==> src/sv/rwcd_pkg.sv <==
`timescale 1ns / 1ps

package rwcd_pkg;

  localparam int TXN_W  = 16;
  localparam int ATTR_W = 8;

  // Item opcodes
  localparam logic OP_APPEND = 1'b0;
  localparam logic OP_CLEAR  = 1'b1;

  typedef struct packed {
    logic [ATTR_W-1:0] attribute;
    logic              is_write;
    logic [TXN_W-1:0]  txn_id;
  } entry_t;

  localparam int ENTRY_W = $bits(entry_t);

endpackage

==> src/sv/rwcd_ram.sv <==
`timescale 1ns / 1ps

module rwcd_ram #(
  parameter int WIDTH = 25,
  parameter int DEPTH = 64,
  parameter int AW    = (DEPTH > 1) ? $clog2(DEPTH) : 1
) (
  input  logic             clk,
  input  logic             wr_en,
  input  logic [AW-1:0]    wr_addr,
  input  logic [WIDTH-1:0] wr_data,
  input  logic             rd_en,
  input  logic [AW-1:0]    rd_addr,
  output logic [WIDTH-1:0] rd_data
);

  logic [WIDTH-1:0] mem [DEPTH];
  logic [WIDTH-1:0] rd_data_r;

  always_ff @(posedge clk) begin
    if (wr_en) begin
      mem[wr_addr] <= wr_data;
    end
    if (rd_en) begin
      rd_data_r <= mem[rd_addr];
    end
  end

  assign rd_data = rd_data_r;

endmodule

==> src/sv/rw_conflict_detector.sv <==
`timescale 1ns / 1ps
// A clear beat goes from acceptance to S_DONE and then into the output register; an
// append beat first reads log entries in S_SCAN (newest first, one per cycle through
// the log RAM read port, at most LOG_DEPTH) before S_DONE.
// One item at a time: in_stall is high until the result moves from S_DONE into the
// output register, a move that waits while out_stall holds the previous result.
// Reset (rst_n low, synchronous): log empty, no result pending; RAM contents kept.
module rw_conflict_detector
  import rwcd_pkg::*;
#(
  parameter int LOG_DEPTH = 64
) (
  input  logic              clk,
  input  logic              rst_n,
  input  logic              in_valid,
  output logic              in_stall,
  input  logic              in_op,
  input  logic [TXN_W-1:0]  in_txn_id,
  input  logic              in_is_write,
  input  logic [ATTR_W-1:0] in_attribute,
  output logic              out_valid,
  input  logic              out_stall,
  output logic              out_conflict_found,
  output logic [TXN_W-1:0]  out_conflict_txn,
  output logic              out_overflow
);

  localparam int AW = $clog2(LOG_DEPTH);
  localparam int CW = $clog2(LOG_DEPTH + 1);

  typedef enum logic [1:0] {S_IDLE, S_SCAN, S_DONE} state_t;

  state_t            state_r, state_nxt;
  logic [CW-1:0]     count_r, count_nxt;
  logic [AW-1:0]     idx_r, idx_nxt;
  logic [TXN_W-1:0]  txn_r, txn_nxt;
  logic              wr_r, wr_nxt;
  logic [ATTR_W-1:0] attr_r, attr_nxt;
  logic              found_r, found_nxt;
  logic [TXN_W-1:0]  ctxn_r, ctxn_nxt;
  logic              ovf_r, ovf_nxt;
  logic              out_valid_r, out_valid_nxt;
  logic              out_found_r, out_found_nxt;
  logic [TXN_W-1:0]  out_txn_r, out_txn_nxt;
  logic              out_ovf_r, out_ovf_nxt;

  logic          in_fire;
  logic          out_free;
  logic          not_full;
  logic          ram_wr_en;
  logic          ram_rd_en;
  logic [AW-1:0] ram_rd_addr;
  entry_t        ram_wr_data;
  entry_t        rd_entry;
  logic          hit;

  assign in_stall = (state_r != S_IDLE);
  assign in_fire  = in_valid && !in_stall;
  assign out_free = !out_valid_r || !out_stall;
  assign not_full = (count_r < CW'(LOG_DEPTH));

  assign ram_wr_data.attribute = in_attribute;
  assign ram_wr_data.is_write  = in_is_write;
  assign ram_wr_data.txn_id    = in_txn_id;

  assign hit = (rd_entry.attribute == attr_r) && (rd_entry.txn_id != txn_r) &&
               (wr_r || rd_entry.is_write);

  rwcd_ram #(
    .WIDTH (ENTRY_W),
    .DEPTH (LOG_DEPTH),
    .AW    (AW)
  ) u_log_ram (
    .clk     (clk),
    .wr_en   (ram_wr_en),
    .wr_addr (count_r[AW-1:0]),
    .wr_data (ram_wr_data),
    .rd_en   (ram_rd_en),
    .rd_addr (ram_rd_addr),
    .rd_data (rd_entry)
  );

  always_comb begin
    state_nxt     = state_r;
    count_nxt     = count_r;
    idx_nxt       = idx_r;
    txn_nxt       = txn_r;
    wr_nxt        = wr_r;
    attr_nxt      = attr_r;
    found_nxt     = found_r;
    ctxn_nxt      = ctxn_r;
    ovf_nxt       = ovf_r;
    out_valid_nxt = out_valid_r && out_stall;
    out_found_nxt = out_found_r;
    out_txn_nxt   = out_txn_r;
    out_ovf_nxt   = out_ovf_r;
    ram_wr_en     = 1'b0;
    ram_rd_en     = 1'b0;
    ram_rd_addr   = AW'(count_r - CW'(1));

    case (state_r)
      S_IDLE: begin
        if (in_fire) begin
          txn_nxt   = in_txn_id;
          wr_nxt    = in_is_write;
          attr_nxt  = in_attribute;
          found_nxt = 1'b0;
          ctxn_nxt  = '0;
          ovf_nxt   = 1'b0;
          if (in_op == OP_CLEAR) begin
            count_nxt = '0;
            state_nxt = S_DONE;
          end else begin
            ovf_nxt = !not_full;
            if (not_full) begin
              ram_wr_en = 1'b1;
              count_nxt = count_r + CW'(1);
            end
            if (count_r == '0) begin
              state_nxt = S_DONE;
            end else begin
              // start with the newest stored entry
              ram_rd_en = 1'b1;
              idx_nxt   = AW'(count_r - CW'(1));
              state_nxt = S_SCAN;
            end
          end
        end
      end
      S_SCAN: begin
        ram_rd_addr = idx_r - AW'(1);
        if (hit) begin
          found_nxt = 1'b1;
          ctxn_nxt  = rd_entry.txn_id;
          state_nxt = S_DONE;
        end else if (idx_r == '0) begin
          state_nxt = S_DONE;
        end else begin
          ram_rd_en = 1'b1;
          idx_nxt   = idx_r - AW'(1);
        end
      end
      S_DONE: begin
        // hold the result until the output register is free
        if (out_free) begin
          out_valid_nxt = 1'b1;
          out_found_nxt = found_r;
          out_txn_nxt   = ctxn_r;
          out_ovf_nxt   = ovf_r;
          state_nxt     = S_IDLE;
        end
      end
      default: begin
        state_nxt = S_IDLE;
      end
    endcase
  end

  always_ff @(posedge clk) begin
    if (!rst_n) begin
      state_r     <= S_IDLE;
      count_r     <= '0;
      out_valid_r <= 1'b0;
    end else begin
      state_r     <= state_nxt;
      count_r     <= count_nxt;
      out_valid_r <= out_valid_nxt;
    end
    idx_r       <= idx_nxt;
    txn_r       <= txn_nxt;
    wr_r        <= wr_nxt;
    attr_r      <= attr_nxt;
    found_r     <= found_nxt;
    ctxn_r      <= ctxn_nxt;
    ovf_r       <= ovf_nxt;
    out_found_r <= out_found_nxt;
    out_txn_r   <= out_txn_nxt;
    out_ovf_r   <= out_ovf_nxt;
  end

  assign out_valid          = out_valid_r;
  assign out_conflict_found = out_found_r;
  assign out_conflict_txn   = out_txn_r;
  assign out_overflow       = out_ovf_r;

endmodule
==> config.mk <==
export PLATFORM = sky130hd
export DESIGN_NAME = rw_conflict_detector
export DESIGN_NICKNAME = d
export VERILOG_FILES = /design/src/sv/rwcd_pkg.sv /design/src/sv/rwcd_ram.sv /design/src/sv/rw_conflict_detector.sv
export SDC_FILE = /design/constraint.sdc
export NUM_CORES = 2
export LEC_CHECK = 0
export BUFFER_PORTS_ARGS = -buffer_cell sky130_fd_sc_hd__buf_2
export CORE_ASPECT_RATIO = 1.4
export CORE_UTILIZATION = 56
export DETAILED_ROUTE_END_ITERATION = 6
export GPL_TIMING_DRIVEN = 0
export PLACE_DENSITY = 0.72
export SLEW_MARGIN = 5
export SYNTH_ARGS = -nofsm -noshare
export SYNTH_HDL_FRONTEND = slang
export SYNTH_SLANG_ARGS = --single-unit
==> constraint.sdc <==
create_clock -name clk -period 4.35 [get_ports clk]
set_input_delay 0.435 -clock clk [delete_from_list [all_inputs] [get_ports clk]]
set_output_delay 0.435 -clock clk [all_outputs]
set_load 0.02 [all_outputs]
==> flow_summary.html <==
<table>
<tr><th>Metric</th><th>Value</th></tr>
<tr><th colspan="2">Routing</th></tr>
<tr><td>Count of nets left with antenna violations after detail routing</td><td>0</td></tr>
<tr><td>Number of DRC violations after detailed-routing iteration 0</td><td>3773</td></tr>
<tr><td>WL/cell</td><td>32.2 microns</td></tr>
<tr><td>Ratio of routed vias to standard cells</td><td>6.50</td></tr>
<tr><td>First-pass DRT Iterations</td><td>5</td></tr>
<tr><td>Detailed-route DRC error count</td><td>0</td></tr>
<tr><td>Total number of vias</td><td>31700</td></tr>
<tr><td>Final routed wirelength across all metal layers</td><td>157000 microns</td></tr>
<tr><th colspan="2">Logic synthesis</th></tr>
<tr><td>Synth warn</td><td>0</td></tr>
<tr><td>Number of distinct library cells after synthesis</td><td>48</td></tr>
<tr><td>Summed instance area of the synthesized netlist</td><td>65100 sq um</td></tr>
<tr><td>Number of enable flip-flop cells after synthesis</td><td>1692</td></tr>
<tr><td>Primary flip-flop cell chosen by synthesis mapping</td><td>edfxtp_1</td></tr>
<tr><td>Leading post-synthesis cells by cell area</td><td>edfxtp_1 (78%), mux4_2 (14%), nand2_1 (2.3%), mux2i_1 (0.81%), a32o_1 (0.77%)</td></tr>
<tr><td>Post-Syn Area per Cell</td><td>21.3 sq um</td></tr>
<tr><td>Number of cells produced by synthesis</td><td>3052</td></tr>
<tr><td>Total of flip-flops plus latches after synthesis</td><td>1702</td></tr>
<tr><td>FFs w/ async S/R, synth</td><td>0%</td></tr>
<tr><td>Net count of the mapped netlist</td><td>3085</td></tr>
<tr><td>Cell type with the largest total area after synthesis</td><td>edfxtp_1</td></tr>
<tr><td>Top-area cell type share of the netlist area</td><td>78.0%</td></tr>
<tr><td>Proportion of synthesized chip area in sequential cells</td><td>78.3%</td></tr>
<tr><th colspan="2">STA</th></tr>
<tr><td>Maximum operating frequency</td><td>233 MHz</td></tr>
<tr><td>Worst clock skew</td><td>0.0227 ns</td></tr>
<tr><td>Final Cycle Share</td><td>98.6%</td></tr>
<tr><td>Number of hold violations in the final report</td><td>0</td></tr>
<tr><td>Worst Max-Slew Pin Slew</td><td>1.48 ns</td></tr>
<tr><td>Setup TNS</td><td>0 ns</td></tr>
<tr><td>Minimum clock period</td><td>4.29 ns</td></tr>
<tr><td>Count of endpoints failing setup in the final report</td><td>0</td></tr>
<tr><td>Relative slew slack</td><td>1.61%</td></tr>
<tr><td>Fin Hold WS</td><td>0.107 ns</td></tr>
<tr><td>Pins Over Slew Limit</td><td>0</td></tr>
<tr><th colspan="2">Floorplanning</th></tr>
<tr><td>Area of the die</td><td>118000 sq um</td></tr>
<tr><td>Top-level I/O count</td><td>50</td></tr>
<tr><td>Site row count</td><td>147</td></tr>
<tr><td>Die outline width</td><td>290 microns</td></tr>
<tr><td>Vert. Die Dim</td><td>405 microns</td></tr>
<tr><td>Standard cell core area</td><td>115000 sq um</td></tr>
<tr><td>Starting Density</td><td>56.6%</td></tr>
<tr><th colspan="2">Pwr</th></tr>
<tr><td>Share of power burned in registers</td><td>52.4%</td></tr>
<tr><td>Leakage power summed over all cells</td><td>0.0236 uW</td></tr>
<tr><td>Net switching fraction of the power</td><td>22.8%</td></tr>
<tr><td>P per Cell Area</td><td>472 nW/um^2</td></tr>
<tr><td>Worst-case vdd ir drop</td><td>0.307 mV</td></tr>
<tr><td>Total power</td><td>34700 uW</td></tr>
<tr><td>Total internal power</td><td>26800 uW</td></tr>
<tr><td>Switch Pwr</td><td>7920 uW</td></tr>
<tr><td>Part of the power in the clock network</td><td>38.0%</td></tr>
<tr><td>Part of the power in combinational logic</td><td>9.6%</td></tr>
<tr><th colspan="2">Critical path</th></tr>
<tr><td>Kind of end point of the critical path</td><td>register</td></tr>
<tr><td>Setup CP Type</td><td>register to register</td></tr>
<tr><td>Worst EP required</td><td>4.86 ns</td></tr>
<tr><td>Arrival time worst endpoint</td><td>4.80 ns</td></tr>
<tr><td>Startpoint Class</td><td>register</td></tr>
<tr><td>Crit path max fanout</td><td>11</td></tr>
<tr><th colspan="2">Outcome</th></tr>
<tr><td>Status</td><td>completed</td></tr>
<tr><th colspan="2">Place</th></tr>
<tr><td>Area post-placement</td><td>68000 sq um</td></tr>
<tr><td>Count of buffers from port buffering</td><td>48</td></tr>
<tr><td>Final estimated routing congestion in global placement</td><td>0.953</td></tr>
<tr><td>Half-perimeter wire length after detailed placement</td><td>96400 microns</td></tr>
<tr><th colspan="2">GRT</th></tr>
<tr><td>Initial antenna violation count</td><td>2</td></tr>
<tr><td>Global route total overflow</td><td>0</td></tr>
<tr><td>Tot GR Track Use</td><td>27.2%</td></tr>
<tr><td>Global-route wire length before repair</td><td>226000 microns</td></tr>
<tr><td>Pin count of the biggest net entering global routing</td><td>66</td></tr>
<tr><td>Vias in the first global route</td><td>32100</td></tr>
<tr><th colspan="2">Clocking</th></tr>
<tr><td>Clock latency on the worst-skew pair</td><td>0.77 ns</td></tr>
<tr><td>Number of clock sinks</td><td>1702</td></tr>
<tr><td>H-tree depth</td><td>4</td></tr>
<tr><td>Clock-pin slew on the worst setup and hold paths</td><td>0.07 ns</td></tr>
<tr><td>Buffer type at the clock tree root</td><td>clkbuf_16</td></tr>
<tr><td>Clock buffers created by TritonCTS</td><td>147</td></tr>
<tr><td>Clock tree from TritonCTS</td><td>done</td></tr>
<tr><td>Maximum buffer depth of the clock tree</td><td>3</td></tr>
<tr><th colspan="2">Cells and area</th></tr>
<tr><td>Number of fill cells in the layout</td><td>7248</td></tr>
<tr><td>Final std cell area, no fill</td><td>73600 sq um</td></tr>
<tr><td>Area overhead of the layout relative to synthesis</td><td>13.0%</td></tr>
<tr><td>Nets@finish</td><td>3306</td></tr>
<tr><td>Fraction of layout cells with a size suffix above 1</td><td>28.7%</td></tr>
<tr><th colspan="2">Min path</th></tr>
<tr><td>Worst min-delay path class</td><td>primary input to register</td></tr>
<tr><th colspan="2">Run</th></tr>
<tr><td>Max-capacitance violation count</td><td>0</td></tr>
</table>
through the flow:
step	setup WS [ns]	util [%]	instances
floorplan	0.489	-	3052
global placement	-2.22	58.5	4590
detailed placement	-2.37	59.2	4611
CTS	-0.0444	63.9	4879
global route	-0.0190	64.0	4880
finish	0.0615	64.0	4882
cell usage after synthesis, drive strengths merged (6+ instances only):
library cell  count
nand3            12
xor2             23
o22ai            51
nor4             30
or3               6
nor3             10
xnor2             7
clkbuf           55
mux2i            53
buf              99
a32o             50
nand2           407
mux4            400
dfxtp            10
edfxtp         1692
and2             18
inv              11
nor2             76
o21ai             7
critical path, stage by stage (launching register included):
cell and delay [ns]:
dfxtp_1 0.33, nand2b_2 0.31, inv_4 0.19, mux2i_4 0.33, buf_4 0.27, buf_4 0.26
ha_1 0.27, inv_2 0.19, buf_6 0.25, buf_4 0.29, mux4_2 0.55, mux2i_2 0.35
a32o_1 0.32, nor4_2 0.08
final cells by class:
| class | instances | area (sq um) | area share, % |
|---|---|---|---|
| inverters | 11 | 46.3 | 0.0629 |
| clock inverters | 92 | 953 | 1.30 |
| flip-flops and latches | 1702 | 51000 | 69.3 |
| diodes | 2 | 5.00 | 0.00680 |
| repair buffers | 72 | 698 | 0.949 |
| multi-input cells | 1185 | 14200 | 19.3 |
| plain buffers | 154 | 902 | 1.23 |
| clock buffers | 174 | 3860 | 5.25 |
| well taps | 1490 | 1860 | 2.53 |
state kept, by name, indices dropped and copies added, names as in the netlist, 2 cells and up:
register and cells:
state_r 2, u_log_ram.mem 1600, txn_r 16, idx_r 6
u_log_ram.rd_data 25, count_r 7, ctxn_r 16, out_conflict_txn 16
attr_r 8
cells in the final DEF, fill, tap and decap left out, types with 7 or more instances in the layout:
cell type / instances
nand3_1: 10
clkinvlp_4: 8
and2_1: 18
a32o_2: 17
nor2_4: 54
buf_2: 95
o22ai_2: 26
clkinv_1: 31
nor4_1: 10
nand2_1: 407
xor2_1: 21
buf_6: 8
dfxtp_1: 10
clkbuf_1: 53
nor2_1: 12
mux4_2: 400
edfxtp_1: 1692
a32o_1: 33
o22ai_1: 14
clkinv_2: 21
nor4_2: 20
buf_8: 10
clkbuf_2: 7
inv_6: 7
xnor2_1: 7
clkbuf_16: 151
mux2i_2: 13
nor2_2: 10
bufinv_16: 17
buf_4: 49
mux2i_1: 39
buf_12: 10
o22ai_4: 11
kinds of logic after synthesis:
family,synth area share (%)
flops,78.3
simple gates,3.86
mux,14.7
buf+inv,1.10
compound gates,1.52
xor+xnor,0.427
fa+ha+maj,0.0577
path summary, 6_finish.rpt:
kind              startpoint                   end  slack [ns]  cells after the start
setup / recovery  state_r[1]  u_log_ram.rd_data[4]        0.06                     13
hold / removal         in_op                 ovf_r        0.11                      2
setup reg to reg  state_r[1]  u_log_ram.rd_data[4]        0.06                     13
hold reg to reg    ctxn_r[4]   out_conflict_txn[4]        0.43                      0
repair_timing:
action                                  4_1_cts  5_1_grt
hold buffers                                  1        0
endpoints found under the setup margin       26       38
pin swaps                                     5        4
buffers inserted                              1        0
gates resized for setup                     214       46
endpoints found under the hold margin         2        0
layer usage:
| layer | global-route usage (%) | vias up | part of all wire, % |
|---|---|---|---|
| met5 | 0 | - | 0.017 |
| met4 | 14.1 | 4 | 5.6 |
| met3 | 4.52 | 344 | 7.4 |
| met2 | 45.6 | 1586 | 51 |
| met1 | 34.6 | 16800 | 36 |
| li1 | - | 13000 | - |
power by group through the flow:
stage               registers [uW]  logic, uW  clock network (uW)
CTS                          18200       3290               13300
finish                       18200       3340               13200
detailed placement           18500       3120                   0
global placement             18500       3030                   0
floorplan                    18500       1860                   0
global route                 18200       3480               13900
(Power assumes the default switching activity.)
